==> src/hw/rtl/trs_pkg.sv <==
`timescale 1ns / 1ps
// Shared types, widths and saturating helpers for the text run scanner.
// Used by the front, queue, back and top level files.
package trs_pkg;

  localparam int LEN_W  = 23;
  localparam int UNIT_W = 22;
  localparam int OFF_W  = 22;
  localparam int CFG_W  = 8;
  localparam int TEN_W  = 4;

  localparam logic [7:0] CH_SPACE   = 8'h20;
  localparam logic [7:0] CH_DEL     = 8'h7F;
  localparam logic [7:0] CH_NEWLINE = 8'h0A;
  localparam logic [7:0] CH_UPPER_A = 8'h41;
  localparam logic [7:0] CH_UPPER_Z = 8'h5A;
  localparam logic [7:0] CH_LOWER_A = 8'h61;
  localparam logic [7:0] CH_LOWER_Z = 8'h7A;

  localparam logic [CFG_W-1:0] RST_MIN_ASCII = 8'd6;
  localparam logic [CFG_W-1:0] RST_MIN_PROSE = 8'd12;
  localparam logic [TEN_W-1:0] RST_TENTHS    = 4'd7;
  localparam logic [CFG_W-1:0] RST_MIN_UTF16 = 8'd6;

  typedef enum logic [1:0] {
    REG_MIN_ASCII = 2'd0,
    REG_MIN_PROSE = 2'd1,
    REG_TENTHS    = 2'd2,
    REG_MIN_UTF16 = 2'd3
  } cfg_reg_t;

  typedef struct packed {
    logic [CFG_W-1:0] min_ascii_run;
    logic [CFG_W-1:0] min_prose_run;
    logic [TEN_W-1:0] prose_tenths;
    logic [CFG_W-1:0] min_utf16_run;
  } cfg_t;

  typedef struct packed {
    logic              run_close;
    logic [LEN_W-1:0]  run_len;
    logic [OFF_W-1:0]  run_start;
    logic [LEN_W-1:0]  spaces;
    logic [LEN_W-1:0]  letters;
    logic              unit_close;
    logic [UNIT_W-1:0] unit_len;
    logic [OFF_W-1:0]  unit_start;
    logic              last;
  } event_t;

  typedef struct packed {
    logic [LEN_W-1:0]  text_run_count;
    logic [LEN_W-1:0]  text_byte_count;
    logic [LEN_W-1:0]  best_ascii_len;
    logic [OFF_W-1:0]  best_ascii_start;
    logic [LEN_W-1:0]  prose_run_count;
    logic [LEN_W-1:0]  best_prose_len;
    logic [OFF_W-1:0]  best_prose_start;
    logic [UNIT_W-1:0] wide_run_count;
    logic [UNIT_W-1:0] utf16_units;
    logic [UNIT_W-1:0] best_utf16_len;
    logic [OFF_W-1:0]  best_utf16_start;
  } result_t;

  function automatic logic [LEN_W-1:0] sat_add_len(input logic [LEN_W-1:0] a,
                                                   input logic [LEN_W-1:0] b);
    logic [LEN_W:0] s;
    s = {1'b0, a} + {1'b0, b};
    return s[LEN_W] ? {LEN_W{1'b1}} : s[LEN_W-1:0];
  endfunction

  function automatic logic [UNIT_W-1:0] sat_add_unit(input logic [UNIT_W-1:0] a,
                                                     input logic [UNIT_W-1:0] b);
    logic [UNIT_W:0] s;
    s = {1'b0, a} + {1'b0, b};
    return s[UNIT_W] ? {UNIT_W{1'b1}} : s[UNIT_W-1:0];
  endfunction

  function automatic logic is_printable(input logic [7:0] b);
    return (b >= CH_SPACE && b < CH_DEL) || b == CH_NEWLINE;
  endfunction

endpackage

==> src/hw/rtl/text_run_scanner_top.sv <==
`timescale 1ns / 1ps
// Top level of the text run scanner: configuration registers, front end,
// event queue and back end. Uses trs_pkg, trs_front, trs_queue, trs_back.
//
// Streams one byte per clock while the queue has room. A byte is classified
// and its open runs advanced in the cycle it is taken; a run that ends
// becomes an event word, registered in the two-word queue and then in the
// back end's qualify stage before the totals; the summary word appears on
// out_valid once the byte flagged last has passed them, and the next region
// may start on the very next cycle. Input stalls only when the summary word
// is held by out_ready and the queue behind it has filled. Configuration
// writes are taken every cycle and should be made between regions.
module text_run_scanner_top (
  input  logic        clk,
  input  logic        rst,
  input  logic        cfg_valid,
  output logic        cfg_ready,
  input  logic [1:0]  cfg_index,
  input  logic [7:0]  cfg_data,
  input  logic        in_valid,
  output logic        in_ready,
  input  logic [7:0]  data_byte,
  input  logic        last,
  output logic        out_valid,
  input  logic        out_ready,
  output logic [22:0] text_run_count,
  output logic [22:0] text_byte_count,
  output logic [22:0] best_ascii_len,
  output logic [21:0] best_ascii_start,
  output logic [22:0] prose_run_count,
  output logic [22:0] best_prose_len,
  output logic [21:0] best_prose_start,
  output logic [21:0] wide_run_count,
  output logic [21:0] utf16_units,
  output logic [21:0] best_utf16_len,
  output logic [21:0] best_utf16_start
);

  trs_pkg::cfg_t    cfg;
  trs_pkg::event_t  front_ev, back_ev;
  trs_pkg::result_t result;
  logic front_valid, front_ready, back_valid, back_ready;

  assign cfg_ready = 1'b1;

  always_ff @(posedge clk) begin
    if (rst) begin
      cfg.min_ascii_run <= trs_pkg::RST_MIN_ASCII;
      cfg.min_prose_run <= trs_pkg::RST_MIN_PROSE;
      cfg.prose_tenths  <= trs_pkg::RST_TENTHS;
      cfg.min_utf16_run <= trs_pkg::RST_MIN_UTF16;
    end else if (cfg_valid && cfg_ready) begin
      unique case (trs_pkg::cfg_reg_t'(cfg_index))
        trs_pkg::REG_MIN_ASCII: cfg.min_ascii_run <= cfg_data;
        trs_pkg::REG_MIN_PROSE: cfg.min_prose_run <= cfg_data;
        trs_pkg::REG_TENTHS:    cfg.prose_tenths  <= cfg_data[trs_pkg::TEN_W-1:0];
        trs_pkg::REG_MIN_UTF16: cfg.min_utf16_run <= cfg_data;
        default: ;
      endcase
    end
  end

  trs_front u_front (
    .clk       (clk),
    .rst       (rst),
    .in_valid  (in_valid),
    .in_ready  (in_ready),
    .data_byte (data_byte),
    .last      (last),
    .ev_valid  (front_valid),
    .ev_ready  (front_ready),
    .ev        (front_ev)
  );

  trs_queue u_queue (
    .clk        (clk),
    .rst        (rst),
    .push_valid (front_valid),
    .push_ready (front_ready),
    .push_data  (front_ev),
    .pop_valid  (back_valid),
    .pop_ready  (back_ready),
    .pop_data   (back_ev)
  );

  trs_back u_back (
    .clk       (clk),
    .rst       (rst),
    .cfg       (cfg),
    .ev_valid  (back_valid),
    .ev_ready  (back_ready),
    .ev        (back_ev),
    .out_valid (out_valid),
    .out_ready (out_ready),
    .result    (result)
  );

  assign text_run_count   = result.text_run_count;
  assign text_byte_count  = result.text_byte_count;
  assign best_ascii_len   = result.best_ascii_len;
  assign best_ascii_start = result.best_ascii_start;
  assign prose_run_count  = result.prose_run_count;
  assign best_prose_len   = result.best_prose_len;
  assign best_prose_start = result.best_prose_start;
  assign wide_run_count   = result.wide_run_count;
  assign utf16_units      = result.utf16_units;
  assign best_utf16_len   = result.best_utf16_len;
  assign best_utf16_start = result.best_utf16_start;

endmodule

==> src/hw/rtl/trs_front.sv <==
`timescale 1ns / 1ps
// Front end: accepts bytes, classifies them and tracks the open byte and
// UTF-16 runs; emits a close event word per finished run. Uses trs_pkg.
module trs_front (
  input  logic                  clk,
  input  logic                  rst,
  input  logic                  in_valid,
  output logic                  in_ready,
  input  logic [7:0]            data_byte,
  input  logic                  last,
  output logic                  ev_valid,
  input  logic                  ev_ready,
  output trs_pkg::event_t       ev
);

  logic [trs_pkg::OFF_W-1:0]  byte_offset, byte_offset_next;
  logic [trs_pkg::LEN_W-1:0]  run_len, run_len_next;
  logic [trs_pkg::OFF_W-1:0]  run_start, run_start_next;
  logic [trs_pkg::LEN_W-1:0]  spaces, spaces_next;
  logic [trs_pkg::LEN_W-1:0]  letters, letters_next;
  logic [7:0]                 held_low_byte, held_low_byte_next;
  logic [trs_pkg::UNIT_W-1:0] unit_len, unit_len_next;
  logic [trs_pkg::OFF_W-1:0]  unit_start, unit_start_next;

  logic accept, printable, is_space, is_letter, odd, pair, unit_break;
  logic [trs_pkg::LEN_W-1:0]  ext_len, ext_spaces, ext_letters;
  logic [trs_pkg::OFF_W-1:0]  ext_start, ext_unit_start;
  logic [trs_pkg::UNIT_W-1:0] ext_unit_len;

  assign in_ready = ev_ready;
  assign accept   = in_valid && in_ready;

  always_comb begin
    printable  = trs_pkg::is_printable(data_byte);
    is_space   = data_byte == trs_pkg::CH_SPACE;
    is_letter  = (data_byte >= trs_pkg::CH_LOWER_A && data_byte <= trs_pkg::CH_LOWER_Z) ||
                 (data_byte >= trs_pkg::CH_UPPER_A && data_byte <= trs_pkg::CH_UPPER_Z);
    odd        = byte_offset[0];
    pair       = odd && trs_pkg::is_printable(held_low_byte) && data_byte == 8'h00;
    unit_break = odd && !pair;

    ext_len     = printable ? trs_pkg::sat_add_len(run_len, trs_pkg::LEN_W'(1)) : run_len;
    ext_start   = (printable && run_len == '0) ? byte_offset : run_start;
    ext_spaces  = (printable && is_space) ?
                  trs_pkg::sat_add_len(spaces, trs_pkg::LEN_W'(1)) : spaces;
    ext_letters = (printable && is_letter) ?
                  trs_pkg::sat_add_len(letters, trs_pkg::LEN_W'(1)) : letters;

    ext_unit_len   = pair ? trs_pkg::sat_add_unit(unit_len, trs_pkg::UNIT_W'(1)) : unit_len;
    ext_unit_start = (pair && unit_len == '0) ? {byte_offset[trs_pkg::OFF_W-1:1], 1'b0}
                                              : unit_start;

    ev.run_close  = !printable || last;
    ev.run_len    = ext_len;
    ev.run_start  = ext_start;
    ev.spaces     = ext_spaces;
    ev.letters    = ext_letters;
    ev.unit_close = unit_break || last;
    ev.unit_len   = ext_unit_len;
    ev.unit_start = ext_unit_start;
    ev.last       = last;
    ev_valid      = in_valid && (ev.run_close || ev.unit_close);
  end

  always_comb begin
    byte_offset_next   = byte_offset;
    run_len_next       = run_len;
    run_start_next     = run_start;
    spaces_next        = spaces;
    letters_next       = letters;
    held_low_byte_next = held_low_byte;
    unit_len_next      = unit_len;
    unit_start_next    = unit_start;
    if (accept) begin
      if (last) begin
        byte_offset_next   = '0;
        run_len_next       = '0;
        run_start_next     = '0;
        spaces_next        = '0;
        letters_next       = '0;
        held_low_byte_next = '0;
        unit_len_next      = '0;
        unit_start_next    = '0;
      end else begin
        byte_offset_next = byte_offset + trs_pkg::OFF_W'(1);
        run_start_next   = ext_start;
        run_len_next     = printable ? ext_len : '0;
        spaces_next      = printable ? ext_spaces : '0;
        letters_next     = printable ? ext_letters : '0;
        if (!odd) begin
          held_low_byte_next = data_byte;
        end
        unit_len_next   = unit_break ? '0 : ext_unit_len;
        unit_start_next = ext_unit_start;
      end
    end
  end

  always_ff @(posedge clk) begin
    if (rst) begin
      byte_offset   <= '0;
      run_len       <= '0;
      run_start     <= '0;
      spaces        <= '0;
      letters       <= '0;
      held_low_byte <= '0;
      unit_len      <= '0;
      unit_start    <= '0;
    end else begin
      byte_offset   <= byte_offset_next;
      run_len       <= run_len_next;
      run_start     <= run_start_next;
      spaces        <= spaces_next;
      letters       <= letters_next;
      held_low_byte <= held_low_byte_next;
      unit_len      <= unit_len_next;
      unit_start    <= unit_start_next;
    end
  end

endmodule

==> src/hw/rtl/trs_queue.sv <==
`timescale 1ns / 1ps
// Two-word queue of run close events between front and back.
// Uses trs_pkg for the event word type.
module trs_queue (
  input  logic            clk,
  input  logic            rst,
  input  logic            push_valid,
  output logic            push_ready,
  input  trs_pkg::event_t push_data,
  output logic            pop_valid,
  input  logic            pop_ready,
  output trs_pkg::event_t pop_data
);

  trs_pkg::event_t slots [2];
  logic       wr_ptr, rd_ptr;
  logic [1:0] count, count_next;
  logic       do_push, do_pop;

  assign push_ready = count != 2'd2;
  assign pop_valid  = count != 2'd0;
  assign pop_data   = slots[rd_ptr];
  assign do_push    = push_valid && push_ready;
  assign do_pop     = pop_valid && pop_ready;

  always_comb begin
    count_next = count;
    if (do_push && !do_pop) begin
      count_next = count + 2'd1;
    end else if (do_pop && !do_push) begin
      count_next = count - 2'd1;
    end
  end

  always_ff @(posedge clk) begin
    if (rst) begin
      wr_ptr <= 1'b0;
      rd_ptr <= 1'b0;
      count  <= 2'd0;
    end else begin
      count <= count_next;
      if (do_push) begin
        wr_ptr <= !wr_ptr;
      end
      if (do_pop) begin
        rd_ptr <= !rd_ptr;
      end
    end
  end

  always_ff @(posedge clk) begin
    if (do_push) begin
      slots[wr_ptr] <= push_data;
    end
  end

endmodule

==> src/hw/rtl/trs_back.sv <==
`timescale 1ns / 1ps
// Back end: qualifies closed runs (length and prose tests), then folds them
// into the totals and bests and holds the final result word. Uses trs_pkg.
module trs_back (
  input  logic            clk,
  input  logic            rst,
  input  trs_pkg::cfg_t   cfg,
  input  logic            ev_valid,
  output logic            ev_ready,
  input  trs_pkg::event_t ev,
  output logic            out_valid,
  input  logic            out_ready,
  output trs_pkg::result_t result
);

  logic                       s1_valid;
  logic                       s1_run_ok, s1_prose_ok, s1_unit_ok, s1_last;
  logic [trs_pkg::LEN_W-1:0]  s1_run_len;
  logic [trs_pkg::OFF_W-1:0]  s1_run_start;
  logic [trs_pkg::UNIT_W-1:0] s1_unit_len;
  logic [trs_pkg::OFF_W-1:0]  s1_unit_start;

  trs_pkg::result_t totals, totals_next;

  logic                       run_ok, prose_ok, unit_ok, stall, apply;
  logic [trs_pkg::LEN_W:0]    share_sum;
  logic [trs_pkg::LEN_W+4:0]  share_lhs;
  logic [trs_pkg::LEN_W+4:0]  share_rhs;

  assign stall    = s1_valid && s1_last && out_valid && !out_ready;
  assign ev_ready = !stall;
  assign apply    = s1_valid && !stall;

  always_comb begin
    run_ok    = ev.run_close && ev.run_len != '0 &&
                ev.run_len >= trs_pkg::LEN_W'(cfg.min_ascii_run);
    share_sum = {1'b0, ev.letters} + {1'b0, ev.spaces};
    share_lhs = {3'b000, share_sum, 1'b0} + {1'b0, share_sum, 3'b000};
    share_rhs = (trs_pkg::LEN_W+5)'(ev.run_len) * (trs_pkg::LEN_W+5)'(cfg.prose_tenths);
    prose_ok  = run_ok && ev.run_len >= trs_pkg::LEN_W'(cfg.min_prose_run) &&
                ev.spaces != '0 && share_lhs >= share_rhs;
    unit_ok   = ev.unit_close && ev.unit_len != '0 &&
                ev.unit_len >= trs_pkg::UNIT_W'(cfg.min_utf16_run);
  end

  always_ff @(posedge clk) begin
    if (rst) begin
      s1_valid <= 1'b0;
    end else if (ev_ready) begin
      s1_valid <= ev_valid;
    end
  end

  always_ff @(posedge clk) begin
    if (ev_ready) begin
      s1_run_ok     <= run_ok;
      s1_prose_ok   <= prose_ok;
      s1_unit_ok    <= unit_ok;
      s1_last       <= ev.last;
      s1_run_len    <= ev.run_len;
      s1_run_start  <= ev.run_start;
      s1_unit_len   <= ev.unit_len;
      s1_unit_start <= ev.unit_start;
    end
  end

  always_comb begin
    totals_next = totals;
    if (s1_run_ok) begin
      totals_next.text_run_count  =
        trs_pkg::sat_add_len(totals.text_run_count, trs_pkg::LEN_W'(1));
      totals_next.text_byte_count =
        trs_pkg::sat_add_len(totals.text_byte_count, s1_run_len);
      if (s1_run_len > totals.best_ascii_len) begin
        totals_next.best_ascii_len   = s1_run_len;
        totals_next.best_ascii_start = s1_run_start;
      end
    end
    if (s1_prose_ok) begin
      totals_next.prose_run_count =
        trs_pkg::sat_add_len(totals.prose_run_count, trs_pkg::LEN_W'(1));
      if (s1_run_len > totals.best_prose_len) begin
        totals_next.best_prose_len   = s1_run_len;
        totals_next.best_prose_start = s1_run_start;
      end
    end
    if (s1_unit_ok) begin
      totals_next.wide_run_count =
        trs_pkg::sat_add_unit(totals.wide_run_count, trs_pkg::UNIT_W'(1));
      totals_next.utf16_units = trs_pkg::sat_add_unit(totals.utf16_units, s1_unit_len);
      if (s1_unit_len > totals.best_utf16_len) begin
        totals_next.best_utf16_len   = s1_unit_len;
        totals_next.best_utf16_start = s1_unit_start;
      end
    end
  end

  always_ff @(posedge clk) begin
    if (rst) begin
      totals    <= '0;
      out_valid <= 1'b0;
    end else begin
      if (apply) begin
        totals <= s1_last ? '0 : totals_next;
      end
      if (apply && s1_last) begin
        out_valid <= 1'b1;
      end else if (out_ready) begin
        out_valid <= 1'b0;
      end
    end
  end

  always_ff @(posedge clk) begin
    if (apply && s1_last) begin
      result <= totals_next;
    end
  end

endmodule

==> config.mk <==
export PLATFORM = sky130hd
export DESIGN_NAME = text_run_scanner_top
export DESIGN_NICKNAME = d
export VERILOG_FILES = /design/src/hw/rtl/trs_pkg.sv /design/src/hw/rtl/text_run_scanner_top.sv /design/src/hw/rtl/trs_front.sv /design/src/hw/rtl/trs_queue.sv /design/src/hw/rtl/trs_back.sv
export SDC_FILE = /design/constraint.sdc
export NUM_CORES = 2
export LEC_CHECK = 0
export BUFFER_PORTS_ARGS = -buffer_cell sky130_fd_sc_hd__buf_4
export CELL_PAD_IN_SITES_DETAIL_PLACEMENT = 0
export CELL_PAD_IN_SITES_GLOBAL_PLACEMENT = 1
export CORE_ASPECT_RATIO = 0.5
export CORE_MARGIN = 3
export CORE_UTILIZATION = 54
export CTS_BUF_LIST = sky130_fd_sc_hd__clkbuf_4 sky130_fd_sc_hd__clkbuf_8 sky130_fd_sc_hd__clkbuf_16
export DETAILED_ROUTE_END_ITERATION = 6
export PLACE_DENSITY_LB_ADDON = 0.1
export SKIP_LAST_GASP = 1
export SYNTH_ARGS = -nofsm -noshare
export SYNTH_HDL_FRONTEND = slang
export SYNTH_SLANG_ARGS = --single-unit
==> constraint.sdc <==
create_clock -name clk -period 21.3 [get_ports clk]
set_input_delay 2.13 -clock clk [delete_from_list [all_inputs] [get_ports clk]]
set_output_delay 2.13 -clock clk [all_outputs]
set_load 0.1 [all_outputs]
== Word level (Yosys, flattened, before mapping) ==
Memories as Yosys holds them, arrays and structs flattened. A register that Yosys moved wholly into a read port is not among the register bits.
Index checks and enable logic that the tools add are counted.
Cells by class
  $add $sub $neg: 14
  multiply operators: 1
  magnitude comparators: 15
  equality and inequality tests: 8
  mux-type cells: 43
  reductions and logical operators: 58
Operators with widths (number)
  $mux 23: 15
  $mux 247: 1
  $mux 22: 11
  $add 23x1->24 const B: 5
  $mux 91: 1
  $mux 45: 2
  $mux 88: 1
  $mux 68: 1
  $add 23x23->24: 2
  $add 22x1->23 const B: 2
  $ge 23x8->1: 2
  $gt 23x23->1: 2
  $reduce_bool 23->1: 2
  $mux 44: 1
  $logic_and 1x1->1: 29
  $add 25x27->28: 1
  $ge 28x27->1: 1
  $mul 23x4->27: 1
  $add 22x22->23: 1
  $logic_not 23->1: 1
  $add 22x1->22 const B: 1
  $ge 22x8->1: 1
  $gt 22x22->1: 1
  $logic_not 22->1: 1
  21 further kinds: 53
Storage, ports and cells
  register bits: 786
  memory bits (writable): 276
  input port bits: 24
  output and inout bits: 250
  word-level logic and storage cells: 187
  memories: 1
Memories
  u_queue.slots: depth 2, width 138, rd ports 1, clocked after memory_dff 1, wr ports 1, RTL line trs_queue.sv:15  | trs_pkg::event_t slots [2];

== Longest topological paths before layout ==
  word-level depth: 15
  gate-level depth with buffers: 34
  depth with buffers taken out: 28

== Modules after synthesis ==
A second synthesis with hierarchy kept.
Unflattened totals
  cells, all modules: 4928
  area total of the unflattened synthesis: 54065.6 µm²
By module, submodules not included
  trs_back: instances 1, cells an instance 3018, area each 32557.5 µm², sequential area each 15194.6 µm²
  trs_queue: instances 1, cells an instance 453, area each 10219.8 µm², sequential area each 8388.0 µm²
  trs_front: instances 1, cells an instance 1348, area each 10156.0 µm², sequential area each 3303.2 µm²
  text_run_scanner_top: instances 1, cells an instance 109, area each 1132.3 µm², sequential area each 560.5 µm²

== Worst setup path before layout ==
No wires, ideal clock.
  path type: input -> register
  start: input out_ready
  end: register, netlist name u_back.result[0]
  setup time: 0.858 ns
  arrival: 12.438 ns
  data required time: 20.442 ns
  slack: 8.003 ns
  stages on the path: 2
  path buffers: 0
  path through: nor2b_1 -> nor2_1
Between the ends
  cells in the longest elaborated chain, start to end: 5
RTL lines
  start: declaration: RTL line text_run_scanner_top.sv:25  | input logic out_ready,
  $logic_not 1->1: RTL line trs_back.sv:30  | assign stall = s1_valid && s1_last && out_valid && !out_ready;
  $logic_and 1x1->1: RTL line trs_back.sv:30
  $logic_not 1->1: RTL line trs_back.sv:32  | assign apply = s1_valid && !stall;
  $logic_and 1x1->1: RTL line trs_back.sv:32
  $logic_and 1x1->1: RTL line trs_back.sv:115  | if (apply && s1_last) begin
Every way passes these cells.
A chain may end at the register's enable or synchronous reset.

==> key figures <==
Outcome
  • Status: finished, final reports clean

Pwr
  • Internal power: 5.24 mW
  • Leak: 23.1 nW
  • Switching share of power: 0.411
  • Sequential power share: 0.309
  • PD cells: 152 mW/mm²
  • Clock power frac: 0.209
  • Net Switching: 3.66 mW
  • Comb pwr share: 0.482
  • Peak supply drop: 124 µV

Critical path
  • Critical path type: reg2reg
  • Crit path DAT: 7.52 ns
  • Startpoint types: register
  • Critical path data required time: 21.77 ns
  • Worst setup EP type: register
  • Critical path fanouts, max: 140

Timing
  • Final Hold Viols: 0
  • Fin crit share: 0.331
  • Slew Limit Fails: 0
  • RSZ-0062 raised after global routing: false
  • Hold_ws: 0.462 ns
  • Fmax: 142 MHz
  • Worst Setup Slack, final: 14.24 ns
  • TNS Setup: 0 ns
  • Worst slew margin: 0.244
  • Final Skew: 0.0318 ns
  • Worst-Margin Slew: 1.13 ns
  • Final setup vio count: 0
  • Min cycle time layout: 7.06 ns

Detailed routing
  • Vias per cell: 5.91
  • Final routed DRC violation total: 0
  • 1st-iter DRT viols: 2842
  • DR vias: 36591
  • Initial DRT Pass Iterations: 6
  • WL final: 131000 µm
  • Post-route ant nets: 0
  • Post-DR wirelength/cell: 21.1 µm

Logic synthesis
  • Ys async rst share: 0
  • Register area share after synthesis: 0.531
  • #FFs+latches synth: 1063
  • Syn_nets: 4974
  • Synth Warn #: 0
  • Synthesized area: 0.0516 mm²
  • Netlist cell types: 85
  • Ys flop type: edfxtp_1
  • Syn avg cell area: 11.1 µm²
  • Post-synth EDFFs: 616
  • Post-Syn Instances: 4654

Clocking
  • Num CTS Buffers: 93
  • Post-CTS Setup Inserts: 0
  • Worst-Skew Late Latency: 0.71 ns
  • CTS tree: yes
  • Post-CTS sizing: 0
  • CTS clk-pin slew, worst paths: 0.07 ns
  • Root buffer cell: clkbuf_16
  • Clk buf depth: 3
  • CTS sink cnt: 1063
  • CTS Hold Bufs: 0
  • # H-tree levels: 3

Floorplanning
  • I/O pin count: 274
  • Die ar.: 0.0996 mm²
  • Core Box Area: 0.0939 mm²
  • Row Count: 79
  • Die height: 225 µm
  • Die X: 443 µm
  • Starting Density: 0.550

Final layout
  • Reg area: 0.0275 mm²
  • Multi-input gate area in the final layout: 0.0228 mm²
  • Syn-to-layout area delta: 13.0%
  • Filler instances: 7571
  • Share of cells above drive strength 1: 0.158
  • # nets final: 5173

Placed design
  • Final RePlAce weighted congestion: 0.881
  • Dpl ws: 14.23 ns
  • Post-DP HPWL: 90900 µm
  • Buffers on Ports: 272

Global route
  • Grt ovf: 0
  • Initial antenna violation count: 5
  • Vias in the first global route: 35204
  • First-pass GRT wire length: 201000 µm
  • Largest net degree at the start of global routing: 141
  • Gr usage total: 0.256

Run
  • Max-cap viol count: 0

Min path
  • Worst min path class: reg2reg
## power groups by stage
stage               Sequential (mW)  Clock (mW)  Combinational (mW)
finish                         2.75        1.86                4.29
global route                   2.77        1.98                4.75
global placement               2.78           0                4.18
floorplan                      3.21           0                2.84
detailed placement             2.79           0                4.26
CTS                            2.74        1.89                4.29
## sequential cells by signal (all words and copies together), names as in the netlist, 2 cells and up, named ones only
name                   cells
u_back.s1_unit_start      22
u_queue.slots            276
u_front.run_len           23
u_front.unit_start        22
cfg                       28
u_front.run_start         22
u_back.totals            247
u_front.letters           23
u_front.spaces            23
u_front.held_low_byte      8
u_back.result            247
u_queue.count              2
u_back.s1_run_start       22
u_back.s1_unit_len        22
u_front.byte_offset       22
u_back.s1_run_len         23
u_front.unit_len          22
## kinds of logic after synthesis
logic type / Yosys count / share of synthesized area
other cells: 1 / 0.0000726
flops: 1063 / 0.531
mux: 278 / 0.0603
simple gates: 1286 / 0.117
buf+inv: 416 / 0.0306
compound gates: 1100 / 0.146
xor+xnor: 214 / 0.0363
fa+ha+maj: 296 / 0.0784
## final timing paths
check | from | slack, ns | cells after the start | end
worst max-delay path | register | 14.24 | 26 | u_back.s1_prose_ok$_DFFE_PN_
worst min-delay path | cfg[3]$_SDFFE_PP0P_ | 0.46 | 2 | cfg[3]$_SDFFE_PP0P_
worst max register to register | register | 14.24 | 26 | u_back.s1_prose_ok$_DFFE_PN_
worst min register to register | cfg[3]$_SDFFE_PP0P_ | 0.46 | 2 | cfg[3]$_SDFFE_PP0P_
## through the flow
stage | cells | instance area (µm²) | utilization | power (mW)
after floorplan | 4654 | 51600 | - | 6.04
after global routing | 6188 | 58400 | 0.621 | 9.49
after global placement | 6013 | 55000 | 0.585 | 6.96
final | 6189 | 58400 | 0.621 | 8.90
after CTS | 6188 | 58400 | 0.621 | 8.93
after detailed placement | 6013 | 55000 | 0.585 | 7.05
## Yosys cell counts (28+ instances only)
library cell / instances / area, µm²
a21o_1: 102 / 766
a21oi_1: 234 / 1170
a22o_1: 134 / 1170
a22oi_1: 175 / 1310
a32o_1: 44 / 440
and2_1: 65 / 407
and3_1: 38 / 238
clkbuf_1: 185 / 694
dfxtp_1: 447 / 8950
edfxtp_1: 616 / 18500
fa_1: 46 / 921
ha_1: 250 / 3130
inv_1: 198 / 743
mux2_2: 251 / 2830
nand2_1: 390 / 1460
nand2b_1: 28 / 175
nand3_1: 113 / 566
nand4_1: 72 / 450
nor2_1: 388 / 1460
nor2b_1: 32 / 200
nor3_1: 45 / 225
nor4_1: 31 / 194
o21a_1: 44 / 330
o21ai_0: 190 / 951
xnor2_1: 98 / 858
xor2_1: 116 / 1020
## final cells by class
cell class              instances  area share
multi-input cells            3175       0.390
well taps                    1255      0.0269
repair buffers                320      0.0417
clock inverters                58      0.0132
flip-flops and latches       1063       0.470
diodes                          1   0.0000429
clock buffers                 117      0.0449
inverters                     200      0.0129
## placed cells by master, fill, tap and decap left out, types with 23 or more instances in the layout
cell / n
o21ai_0: 190
inv_1: 198
a22oi_1: 175
fa_1: 46
clkbuf_16: 96
a32o_1: 44
nand2b_1: 28
xor2_1: 116
nor4_1: 31
ha_1: 250
buf_4: 317
and2_1: 63
dfxtp_1: 446
xnor2_1: 98
o21a_1: 44
mux2_2: 251
a21o_1: 102
a21oi_1: 232
a22o_1: 134
nand3_1: 112
nor2_1: 383
and3_1: 38
a31oi_1: 23
edfxtp_1: 616
nor2b_1: 31
or3_1: 23
nor3_1: 44
nand4_1: 72
nand2_1: 388
## critical path, stage by stage, from the launching register on
cell,delay [ns]
dfxtp_4,0.36
buf_12,0.57
mux2_2,0.43
ha_1,0.25
fa_1,0.43
a211oi_1,0.30
o21ai_0,0.15
a21oi_1,0.19
xnor2_1,0.19
ha_1,0.34
a21o_1,0.19
a21oi_1,0.18
a31oi_1,0.14
o41ai_1,0.50
o21ai_0,0.17
a21oi_1,0.28
o21bai_1,0.10
a21oi_1,0.19
xnor2_1,0.15
ha_1,0.27
a21o_1,0.18
a211oi_1,0.22
o21ai_0,0.15
a211o_1,0.28
o21ai_0,0.18
a31oi_1,0.11
o211a_1,0.24
## metal layers
| metal | global-route usage | routed length (µm) |
|---|---|---|
| met1 | 0.357 | 59600 |
| met4 | 0.0636 | 3060 |
| met2 | 0.425 | 61900 |
| met5 | 0 | 0 |
| met3 | 0.0340 | 6250 |
Note: power is estimated with default switching activity, not from simulation.
